`config.mk`:
```
export PLATFORM = sky130hd
export DESIGN_NAME = pidc_integ
export DESIGN_NICKNAME = d
export VERILOG_FILES = /design/src/rtl/pidc_pkg.sv /design/src/rtl/pidc_integ.sv
export SDC_FILE = /design/constraint.sdc
export NUM_CORES = 1
export LEC_CHECK = 0
export BUFFER_PORTS_ARGS = -buffer_cell sky130_fd_sc_hd__buf_2
export CAP_MARGIN = 20
export CORE_AREA = 2 2 180 147
export DETAILED_ROUTE_END_ITERATION = 12
export DIE_AREA = 0 0 182 149
export PLACE_DENSITY = 0.74
export SKIP_CTS_REPAIR_TIMING = 1
export SLEW_MARGIN = 15
export SYNTH_ARGS = -nofsm -noshare
export SYNTH_HDL_FRONTEND = slang
export SYNTH_SLANG_ARGS = --single-unit
```
`constraint.sdc`:
```
create_clock -name clk -period 11.13 [get_ports clk]
set_input_delay 0.5565 -clock clk [delete_from_list [all_inputs] [get_ports clk]]
set_output_delay 0.5565 -clock clk [all_outputs]
set_load 0.01 [all_outputs]
```
`src/rtl/pidc_pkg.sv`:
```
package pidc_pkg;

    localparam int GAIN_W      = 32;
    localparam int LIMIT_W     = 31;
    localparam int CFG_DATA_W  = 32;
    localparam int CFG_INDEX_W = 3;
    // wide enough for +/- 2^61 terms and their three-way sum
    localparam int TERM_W      = 64;

    localparam logic [CFG_INDEX_W-1:0] REG_PROP_GAIN      = 3'd0;
    localparam logic [CFG_INDEX_W-1:0] REG_INTEG_GAIN     = 3'd1;
    localparam logic [CFG_INDEX_W-1:0] REG_DERIV_GAIN     = 3'd2;
    localparam logic [CFG_INDEX_W-1:0] REG_INTEGRAL_LIMIT = 3'd3;
    localparam logic [CFG_INDEX_W-1:0] REG_OUTPUT_LIMIT   = 3'd4;

    localparam logic CMD_UPDATE = 1'b0;
    localparam logic CMD_CLEAR  = 1'b1;

    typedef logic signed [TERM_W-1:0] term_t;

    typedef struct packed {
        logic signed [TERM_W-1:0] value;
        logic                     hit;
    } clamp_t;

    // load strobes for the two register stages inside a term unit
    typedef struct packed {
        logic load_mul;
        logic load_scale;
    } term_ctrl_t;

    function automatic clamp_t clamp_sym(term_t v, term_t lim);
        clamp_t r;
        r.value = v;
        r.hit   = 1'b0;
        if (v > lim)
        begin
            r.value = lim;
            r.hit   = 1'b1;
        end
        else if (v < -lim)
        begin
            r.value = -lim;
            r.hit   = 1'b1;
        end
        return r;
    endfunction

endpackage

```
`src/rtl/pidc_integ.sv`:
```
module pidc_integ #(
    parameter int DATA_WIDTH = 32
) (
    input  logic             clk,
    input  logic             rst_n,
    input  logic             load,
    input  logic             clear,
    input  pidc_pkg::term_t  step,
    input  pidc_pkg::term_t  limit,
    output pidc_pkg::term_t  integ,
    output logic             hit
);

    logic signed [DATA_WIDTH-1:0] store_reg;
    logic signed [DATA_WIDTH-1:0] store_next;
    pidc_pkg::term_t              sum;
    pidc_pkg::clamp_t             clamped;
    pidc_pkg::term_t              integ_reg;
    logic                         hit_reg;

    assign sum        = pidc_pkg::TERM_W'(store_reg) + step;
    assign clamped    = pidc_pkg::clamp_sym(sum, limit);
    assign store_next = clear ? '0 : clamped.value[DATA_WIDTH-1:0];

    always_ff @(posedge clk or negedge rst_n)
    begin
        if (!rst_n)
        begin
            store_reg <= '0;
        end
        else if (load)
        begin
            store_reg <= store_next;
        end
    end

    always_ff @(posedge clk)
    begin
        if (load)
        begin
            integ_reg <= clear ? '0 : clamped.value;
            hit_reg   <= clear ? 1'b0 : clamped.hit;
        end
    end

    assign integ = integ_reg;
    assign hit   = hit_reg;

endmodule

```
==> results of run 1 <==
==> critical path: stages, from the launching register on <==
cell and delay, ps:
dfrtp_1 380, ha_1 340, a21oi_1 560, o21ai_0 190, a21oi_1 300, o31ai_1 170, a21oi_1 440, o31a_1 280
o31ai_1 140, a211oi_1 460, o21ai_0 170, a21oi_1 190, xnor2_1 170, ha_1 460, and4_1 210, and3_1 190
nand3_1 130, nor4_1 330, nand3_1 210, a211oi_1 440, o21ai_1 190, nand2_2 760, buf_4 600, nand2_1 140
a311oi_2 420, mux2_2 230
==> metal layers <==
metal	up-vias	track usage, %	wire length, um
met5	-	0	7
met4	2	9.19	1000
met1	6450	48.7	20700
met2	747	46.4	18100
li1	6473	-	-
met3	70	6.86	5020
==> how the worst max path moves through the flow <==
stage / from / endpoint / slack [ps] / cells past startpoint
after global routing: store_reg[2] / store_reg[20] / 2430 / 26
final: store_reg[12] / store_reg[18] / 2900 / 25
after CTS: store_reg[12] / store_reg[20] / 3180 / 25
after floorplan: store_reg[31] / integ[32] / 4740 / 26
after detailed placement: step[12] / integ[22] / 2940 / 26
after global placement: step[0] / integ[32] / 3240 / 24
==> metrics by stage <==
step / power (mW) / utilization [%]
detailed placement: 4.82 / 56.2
global placement: 4.75 / 56.2
floorplan: 3.75 / -
finish: 5.32 / 57.5
CTS: 5.20 / 57.4
global route: 5.76 / 57.5
==> synth_stat cells (6+ instances only) <==
cell,n
a31oi_1,20
buf_2,9
o21bai_1,15
a2111oi_0,6
o211ai_1,9
nor4_1,10
nand2_1,139
inv_1,96
xor2_1,25
nand3_1,59
or2_2,8
o32ai_1,7
nand2b_1,11
edfxtp_1,65
o31a_1,6
a21oi_1,166
xnor2_1,93
o21a_1,16
clkbuf_1,53
a21o_1,52
o31ai_1,8
a211oi_1,35
nor2b_1,6
nor2_1,123
or3_1,27
nor3_1,51
and3_1,17
mux2_2,19
dfrtp_1,32
nand4_1,41
and2_1,16
o21ai_0,101
o21ai_1,10
ha_1,190
a211o_1,6
a311oi_2,14
and4_1,7
==> cell families after synthesis <==
logic type	Yosys count
and+or+nand+nor	536
xor gates and xnor gates	118
AOI/OAI and AO/OA	522
buffers and inverters	168
adders and majority gates	191
DFF	97
muxes	21
==> where the power goes <==
part / internal, mW / switching (mW) / total (mW)
clock network: 0.178 / 0.164 / 0.343
logic: 1.52 / 2.73 / 4.25
registers: 0.636 / 0.0906 / 0.726
==> cell type report <==
class | instances | area share, %
multi-input cells | 1388 | 66.6
flip-flops and latches | 97 | 18.7
repair buffers | 208 | 7.30
well taps | 330 | 2.81
inverters | 96 | 2.45
clock buffers | 10 | 1.56
clock inverters | 6 | 0.510
diodes | 4 | 0.0680
==> flow_summary_export.csv, run 1 <==
group,metric,value,unit
critical_path,crit_path_end_kind,"flop",
floorplan,initial_core_util,51.7,%
grt,grt_max_degree,69,
route,drc_errors,0,
synthesis,synth_ff_type,"edfxtp_1",
synthesis,synth-seq-cells,97,
timing,finalSetupTns,0,ps
cells_and_area,layout_common_cells,"buf_2, ha_1, a21oi_1",
route,via_per_inst,6.42,
route,avgRoutedWirePerCell,21.0,um
pwr,peakVddDrop,0.283,mV
cells_and_area,drive_gt1_share,16.2,%
clock_tree,clkTransAtPathRegs,80,ps
route,dr_total_vias,13742,
synthesis,ys_warn_count,0,
timing,whs,344,ps
clock_tree,cts_tree,"yes",
clock_tree,insertion_delay,370,ps
route,drt-pass1-iter-count,6,
placement,place_inst,2118,
timing,relSlewSlack,30.2,%
route,drtIter0Drc,1413,
pwr,p_per_area,362,nW/um^2
synthesis,synth.area.mux_share,1.77,%
critical_path,reg2reg_to,"store_reg[18]",
synthesis,synth_fa_ha_area_share,18.1,%
synthesis,synthXorXnorAreaFrac,7.82,%
timing,timing.final.crit_share,74.0,%
floorplan,dieArea,27100,um^2
critical_path,critPathKind,"reg2reg",
clock_tree,clockBufferDepth,2,
cells_and_area,final_nets,2123,
clock_tree,cts-htree-levels,3,
placement,port_buffers,196,
synthesis,synth_top_area_cell,"ha_1",
floorplan,rows,53,
floorplan,die_w,182,um
min_path,hp-class,"in2async",
synthesis,synthCells,1653,
synthesis,synth_area_per_cell,8.00,um^2
cells_and_area,fillerInstances,2439,
critical_path,arrival,8550,ps
critical_path,startpoint_type,"flop",
synthesis,yosysSeqAreaShare,20.8,%
grt,grt_usage,32.4,%
cells_and_area,layout_commonest_cell,"buf_2",
cells_and_area,stdcell_count,2139,
timing,min_period,8230,ps
synthesis,yosysUniqueCellTypes,79,
cells_and_area,multi_input_area,9800,um^2
synthesis,netlist_area,13200,um^2
floorplan,pin_count,197,
placement,place.gp.congestion,0.981,
floorplan,die_h,149,um
pwr,leakage,6.58,nW
placement,pre_cts_ws,2940,ps
synthesis,synth_compound_area_share,26.2,%
run_status,outcome,"finished clean",
route,totalWireLength,44800,um
cells_and_area,largest_reg_flops,64,
timing,slew_violations,0,
timing,final-hold-violation-count,0,
grt,antenna_found_initial,5,
grt,grt_pass1_vias,12595,
synthesis,synth_top_family_by_area,"compound AO/OA/AOI/OAI gates",
timing,fin_ws,2900,ps
timing,grt_setup_unrepaired,"false",
cells_and_area,seqCellArea,2750,um^2
floorplan,core_region_area,25600,um^2
cells_and_area,area_growth,11.3,%
critical_path,worstPathMaxFanout,55,
synthesis,yosys-top-cells-area,"ha_1, edfxtp_1, a21oi_1",
clock_tree,cts-root-buf,"clkbuf_16",
cells_and_area,fin_area,14700,um^2
timing,worst_pin_slew,1040,ps
grt,grt_first_pass_wirelength,69100,um
placement,dpl-instance-area,14400,um^2
synthesis,synth_edf_count,65,
placement,dpl.hpwl,35300,um
synthesis,synthesis.nets,1976,
clock_tree,cts_sinks,97,
synthesis,synthSimpleGateAreaFrac,20.0,%
job,drv_cap,0,
timing,fin_worst_skew,12.5,ps
timing,setup_viol,0,
critical_path,r2r-start,"store_reg[12]",
clock_tree,cts_inserted_buffers,9,
critical_path,ff2ff_path_depth,25,
synthesis,synthArstFlopShare,33.0,%
critical_path,cp_data_required_time,11440,ps
synthesis,yosysTopAreaCellShare,18.0,%
grt,overflow,0,
timing,fmax,121,MHz
critical_path,r2r_slack,2900,ps
route,drtAntennaViolNets,0,
Power figures use the tool's default switching activity.
==> inputs of run 2 (changes only) <==
--- a/config.mk
+++ b/config.mk
@@ -5,11 +5,12 @@
 export SDC_FILE = /design/constraint.sdc
 export NUM_CORES = 1
 export LEC_CHECK = 0
+export ABC_AREA = 1
 export BUFFER_PORTS_ARGS = -buffer_cell sky130_fd_sc_hd__buf_2
 export CAP_MARGIN = 20
-export CORE_AREA = 2 2 180 147
+export CORE_AREA = 2 2 182 148
 export DETAILED_ROUTE_END_ITERATION = 12
-export DIE_AREA = 0 0 182 149
+export DIE_AREA = 0 0 184 150
 export PLACE_DENSITY = 0.74
 export SKIP_CTS_REPAIR_TIMING = 1
 export SLEW_MARGIN = 15
==> constraint.sdc (replaced) <==
create_clock -name clk -period 8.51 [get_ports clk]
set_input_delay 0.4255 -clock clk [delete_from_list [all_inputs] [get_ports clk]]
set_output_delay 0.4255 -clock clk [all_outputs]
set_load 0.01 [all_outputs]
==> run 2 against run 1 <==
Compared with the run above:
- critical path depth increased by 3
- hold slack lost 190 ps
- core utilization is 0.59 points higher
- clock skew up 2.0 ps
- sequential share of layout area is 0.38 points lower
- non-clock buffer count shrank 2
- setup slack worse by 1700 ps
- fmax up 13%
- critical path type unchanged
- largest cell class unchanged
==> flow_summary_export.csv, run 2 <==
group,metric,value,unit
cells_and_area,layout_common_cells,"nand2_1, inv_1, a21oi_1",
timing,worst_pin_slew,1110,ps
grt,grt_max_degree,107,
clock_tree,clkTransAtPathRegs,80,ps
cells_and_area,final_nets,2490,
synthesis,synth-seq-cells,97,
critical_path,arrival,7510,ps
placement,dpl.hpwl,39100,um
timing,relSlewSlack,25.4,%
critical_path,cp-endpoint,"integ[34]",
synthesis,yosysTopAreaCellShare,17.6,%
run_status,outcome,"finished clean",
synthesis,synthesis.nets,2328,
critical_path,reg2reg_to,"integ[34]",
synthesis,synth_fa_ha_area_share,17.8,%
route,drc_errors,0,
critical_path,cpMostUsedCell,"nand2_1",
route,avgRoutedWirePerCell,19.3,um
synthesis,netlist_area,13500,um^2
timing,timing.final.crit_share,85.6,%
clock_tree,cts_tree,"yes",
route,dr_wl_met3,6040,um
route,totalWireLength,48400,um
synthesis,yosysUniqueCellTypes,50,
synthesis,synth.area.mux_share,0,%
route,via_per_inst,5.91,
route,highest_layer,"met5",
synthesis,synth_compound_area_share,17.3,%
critical_path,ff2ff_path_depth,28,
critical_path,startpoint_type,"flop",
critical_path,cp_slowest_cell,"nor4_1",
synthesis,synthXorXnorAreaFrac,7.28,%
floorplan,initial_core_util,52.1,%
floorplan,pin_count,197,
grt,grt_usage,35.1,%
critical_path,crit_path_end_kind,"flop",
placement,port_buffers,196,
placement,dpl-instance-area,14700,um^2
critical_path,critPathKind,"reg2reg",
grt,grt_pass1_vias,13261,
synthesis,synth_top_family_by_area,"simple AND/OR/NAND/NOR gates",
timing,fmax,137,MHz
synthesis,synthCells,2005,
synthesis,synth_ff_type,"edfxtp_1",
floorplan,die_h,150,um
critical_path,worstPathMaxFanout,106,
timing,grt_setup_unrepaired,"false",
synthesis,yosysSeqAreaShare,20.4,%
synthesis,synth_top_area_cell,"ha_1",
placement,place.gp.congestion,1.02,
timing,setup_viol,0,
route,dr_total_vias,14790,
timing,slew_violations,0,
clock_tree,insertion_delay,390,ps
critical_path,cp_data_required_time,8730,ps
clock_tree,cts-htree-levels,3,
job,drv_cap,0,
synthesis,synth_area_per_cell,6.72,um^2
cells_and_area,area_growth,11.4,%
grt,grt_first_pass_wirelength,74500,um
route,drt-pass1-iter-count,6,
cells_and_area,largest_reg_flops,64,
route,drtAntennaViolNets,0,
clock_tree,cts-root-buf,"clkbuf_16",
clock_tree,cts_inserted_buffers,9,
critical_path,r2r_slack,1220,ps
synthesis,synth_edf_count,65,
clock_tree,cts_sinks,97,
floorplan,dieArea,27600,um^2
clock_tree,clockBufferDepth,2,
synthesis,yosys-top-cells-area,"ha_1, edfxtp_1, nand2_1",
route,drtIter0Drc,1746,
timing,min_period,7290,ps
floorplan,rows,53,
synthesis,synthArstFlopShare,33.0,%
floorplan,die_w,184,um
critical_path,max_stage_delay,940,ps
synthesis,yosysMostFrequentCell,"nand2_1",
route,wl_met2,19000,um
cells_and_area,fin_area,15000,um^2
critical_path,r2r-start,"store_reg[31]",
timing,final-hold-violation-count,0,
synthesis,synthSimpleGateAreaFrac,28.4,%
cells_and_area,layout_commonest_cell,"nand2_1",
timing,fin_worst_skew,14.5,ps
grt,antenna_found_initial,2,
cells_and_area,drive_gt1_share,11.7,%
critical_path,critPathLaunch,"store_reg[31]",
synthesis,ys_warn_count,0,
floorplan,core_region_area,25900,um^2
route,wl_met1,22400,um
timing,finalSetupTns,0,ps
grt,overflow,0,
synthesis,synth_common_cells,"nand2_1, inv_1, a21oi_1",
min_path,hp-class,"in2async",
-- run 2: worst max-delay path: cells and delay by family, from the launching register on --
family                   cells  cell delay, ps
AO/OA/AOI/OAI                4            1340
adder cells (fa/ha/maj)      2             800
AND/OR/NAND/NOR             17            3520
XOR/XNOR                     1             570
flip-flops                   1             370
buffers and inverters        4             480
-- run 2: worst min-delay path by stage --
stage / start / end / slack (ps) / cells after the start
floorplan: rst_n / store_reg[0] / 130 / 0
detailed placement: store_reg[2] / store_reg[2] / 470 / 2
global route: rst_n / store_reg[15] / 240 / 1
CTS: rst_n / store_reg[31] / 180 / 1
global placement: store_reg[12] / store_reg[12] / 470 / 2
finish: rst_n / store_reg[16] / 160 / 1
-- run 2: cell families (layout without fill, tap and decap cells) --
kind of cell,after synthesis,in the layout
AO/OA/AOI/OAI,429,429
flip-flops,97,97
other,0,1
AND/OR/NAND/NOR,874,874
XOR/XNOR,112,112
buffers and inverters,302,469
adder cells (fa/ha/maj),191,191
-- run 2: layer usage --
metal	GRT usage [%]	vias up
met4	7.24	2
li1	-	7174
met1	53.9	6754
met2	49.7	788
met3	7.67	72
met5	0	-
-- run 2: layout make-up --
| type | count | area, um^2 |
|---|---|---|
| timing repair buffer | 206 | 1070 |
| fill | 2588 | 10800 |
| clock buffer | 9 | 225 |
| antenna | 1 | 2.50 |
| tap | 330 | 413 |
| sequential | 97 | 2750 |
| inverter | 247 | 927 |
| clock inverter | 7 | 86.3 |
| multi-input combinational | 1606 | 9540 |
-- run 2: per-stage QoR --
step	setup WS [ps]	hold slack [ps]	instances	util (%)
final	1220	159	2503	58.1
after global routing	837	236	2503	58.1
after CTS	1530	184	2502	58.0
after detailed placement	1580	470	2486	56.8
after global placement	1630	466	2486	56.8
after floorplan	3560	130	2005	-
Power of run 2 is not shown: default switching activity piles up to over one toggle a cycle in this logic, so the estimate is an artifact.
==> inputs of run 3 (changes only) <==
--- a/config.mk
+++ b/config.mk
@@ -6,12 +6,11 @@
 export NUM_CORES = 1
 export LEC_CHECK = 0
 export ABC_AREA = 1
-export BUFFER_PORTS_ARGS = -buffer_cell sky130_fd_sc_hd__buf_2
+export BUFFER_PORTS_ARGS = -buffer_cell sky130_fd_sc_hd__clkbuf_2
 export CAP_MARGIN = 20
-export CORE_AREA = 2 2 182 148
+export CORE_AREA = 2 2 209 170
 export DETAILED_ROUTE_END_ITERATION = 12
-export DIE_AREA = 0 0 184 150
-export PLACE_DENSITY = 0.74
+export DIE_AREA = 0 0 211 172
 export SKIP_CTS_REPAIR_TIMING = 1
 export SLEW_MARGIN = 15
 export SYNTH_ARGS = -nofsm -noshare
==> run 3 against run 2 <==
Compared with the run above:
- clock skew up 1.5 ps
- clock-buffer cell count stayed put
- cell area grew 1.2%
==> flow_summary_export.csv, run 3 (synthesis gave the netlist of run 2 again) <==
group,metric,value,unit
clock_tree,cts_inserted_buffers,9,
grt,grt_max_degree,120,
floorplan,rows,61,
timing,relSlewSlack,18.1,%
timing,setup_viol,0,
timing,fmax,137,MHz
timing,min_period,7310,ps
cells_and_area,largest_reg_flops,64,
critical_path,r2r_slack,1200,ps
grt,antenna_found_initial,2,
clock_tree,clockBufferDepth,2,
timing,final-hold-violation-count,0,
grt,grt_usage,28.2,%
critical_path,critPathKind,"reg2reg",
timing,slew_violations,0,
floorplan,die_h,172,um
critical_path,cp_data_required_time,8720,ps
clock_tree,clkTransAtPathRegs,90,ps
route,avgRoutedWirePerCell,19.7,um
grt,grt_first_pass_wirelength,77600,um
cells_and_area,drive_gt1_share,11.9,%
route,drt-pass1-iter-count,5,
floorplan,initial_core_util,39.3,%
job,drv_cap,0,
critical_path,worstPathMaxFanout,32,
route,via_per_inst,5.57,
clock_tree,cts_tree,"yes",
route,drtIter0Drc,1519,
placement,place.gp.congestion,0.989,
timing,finalSetupTns,0,ps
floorplan,pin_count,197,
run_status,outcome,"finished clean",
cells_and_area,layout_commonest_cell,"nand2_1",
placement,port_buffers,196,
min_path,hp-class,"in2reg",
cells_and_area,area_growth,12.7,%
timing,grt_setup_unrepaired,"false",
route,totalWireLength,51700,um
clock_tree,insertion_delay,390,ps
timing,timing.final.crit_share,85.9,%
grt,overflow,0,
placement,dpl.hpwl,42600,um
cells_and_area,final_nets,2495,
cells_and_area,layout_common_cells,"nand2_1, inv_1, a21oi_1",
grt,grt_pass1_vias,13299,
critical_path,max_stage_delay,1020,ps
cells_and_area,postLayoutCoreUtil,44.3,%
clock_tree,cts-root-buf,"clkbuf_16",
floorplan,core_region_area,34300,um^2
floorplan,dieArea,36300,um^2
clock_tree,cts-htree-levels,3,
timing,worst_pin_slew,1220,ps
route,drc_errors,0,
critical_path,arrival,7520,ps
critical_path,crit_path_end_kind,"flop",
route,drtAntennaViolNets,0,
floorplan,die_w,211,um
route,dr_total_vias,14597,
critical_path,startpoint_type,"flop",
critical_path,cpMostUsedCell,"nand2_1",
timing,fin_worst_skew,16.1,ps
critical_path,cp_slowest_cell,"nor4_1",
clock_tree,cts_sinks,97,
[run 3: changes by cell type in the layout (fill, tap and decap cells not counted)]
cell	change
buf_2	-195
clkbuf_2	+195
buf_4	+4
bufinv_16	-1
clkinv_1	-1
clkinv_4	+1
clkinv_8	+1
clkinvlp_4	+1
dlygate4sd3_1	+1
inv_8	-1
nand2_4	-1
nand2_8	+1
[run 3: worst paths after layout]
kind | from | endpoint | depth (start not counted)
max in group asynchronous | rst_n | store_reg[0] | 3
hold reg to reg | store_reg[18] | store_reg[18] | 2
setup / recovery | store_reg[31] | integ[52] | 30
min in group asynchronous | rst_n | store_reg[22] | 2
setup reg to reg | store_reg[31] | integ[52] | 30
hold / removal | limit[11] | store_reg[11] | 5
[run 3: cell type report]
type	instances	area, um^2
Inverter	247	927
Clock buffer	9	225
Multi-Input combinational cell	1606	9550
Tap cell	441	552
Fill cell	3646	19100
Antenna cell	1	2.50
Sequential cell	97	2750
Clock inverter	7	73.8
Timing Repair Buffer	211	1110
[run 3: metal layers]
| layer | up-vias | GRT usage (%) | part of all wire (%) |
|---|---|---|---|
| li1 | 7180 | - | - |
| met1 | 6727 | 43.1 | 50 |
| met2 | 624 | 38.8 | 39 |
| met3 | 66 | 6.36 | 9.3 |
| met4 | 0 | 7.96 | 2.0 |
| met5 | - | 0 | 0 |
[run 3: critical path, delay by kind of cell (launching register included)]
family	cells	cell delay (ps)
buffers and inverters	5	1170
XOR/XNOR	1	440
AND/OR/NAND/NOR	20	3960
AO/OA/AOI/OAI	2	340
adder cells (fa/ha/maj)	2	650
flip-flops	1	540
[run 3: through the flow]
stage	hold WS (ps)	std cells	instance area (um^2)	setup WS [ps]
floorplan	130	2005	13500	3560
global placement	467	2600	14800	1330
detailed placement	472	2600	14800	1320
CTS	240	2616	15100	1270
global route	476	2619	15200	722
finish	461	2619	15200	1200
Power of run 3 is left out for the same reason.
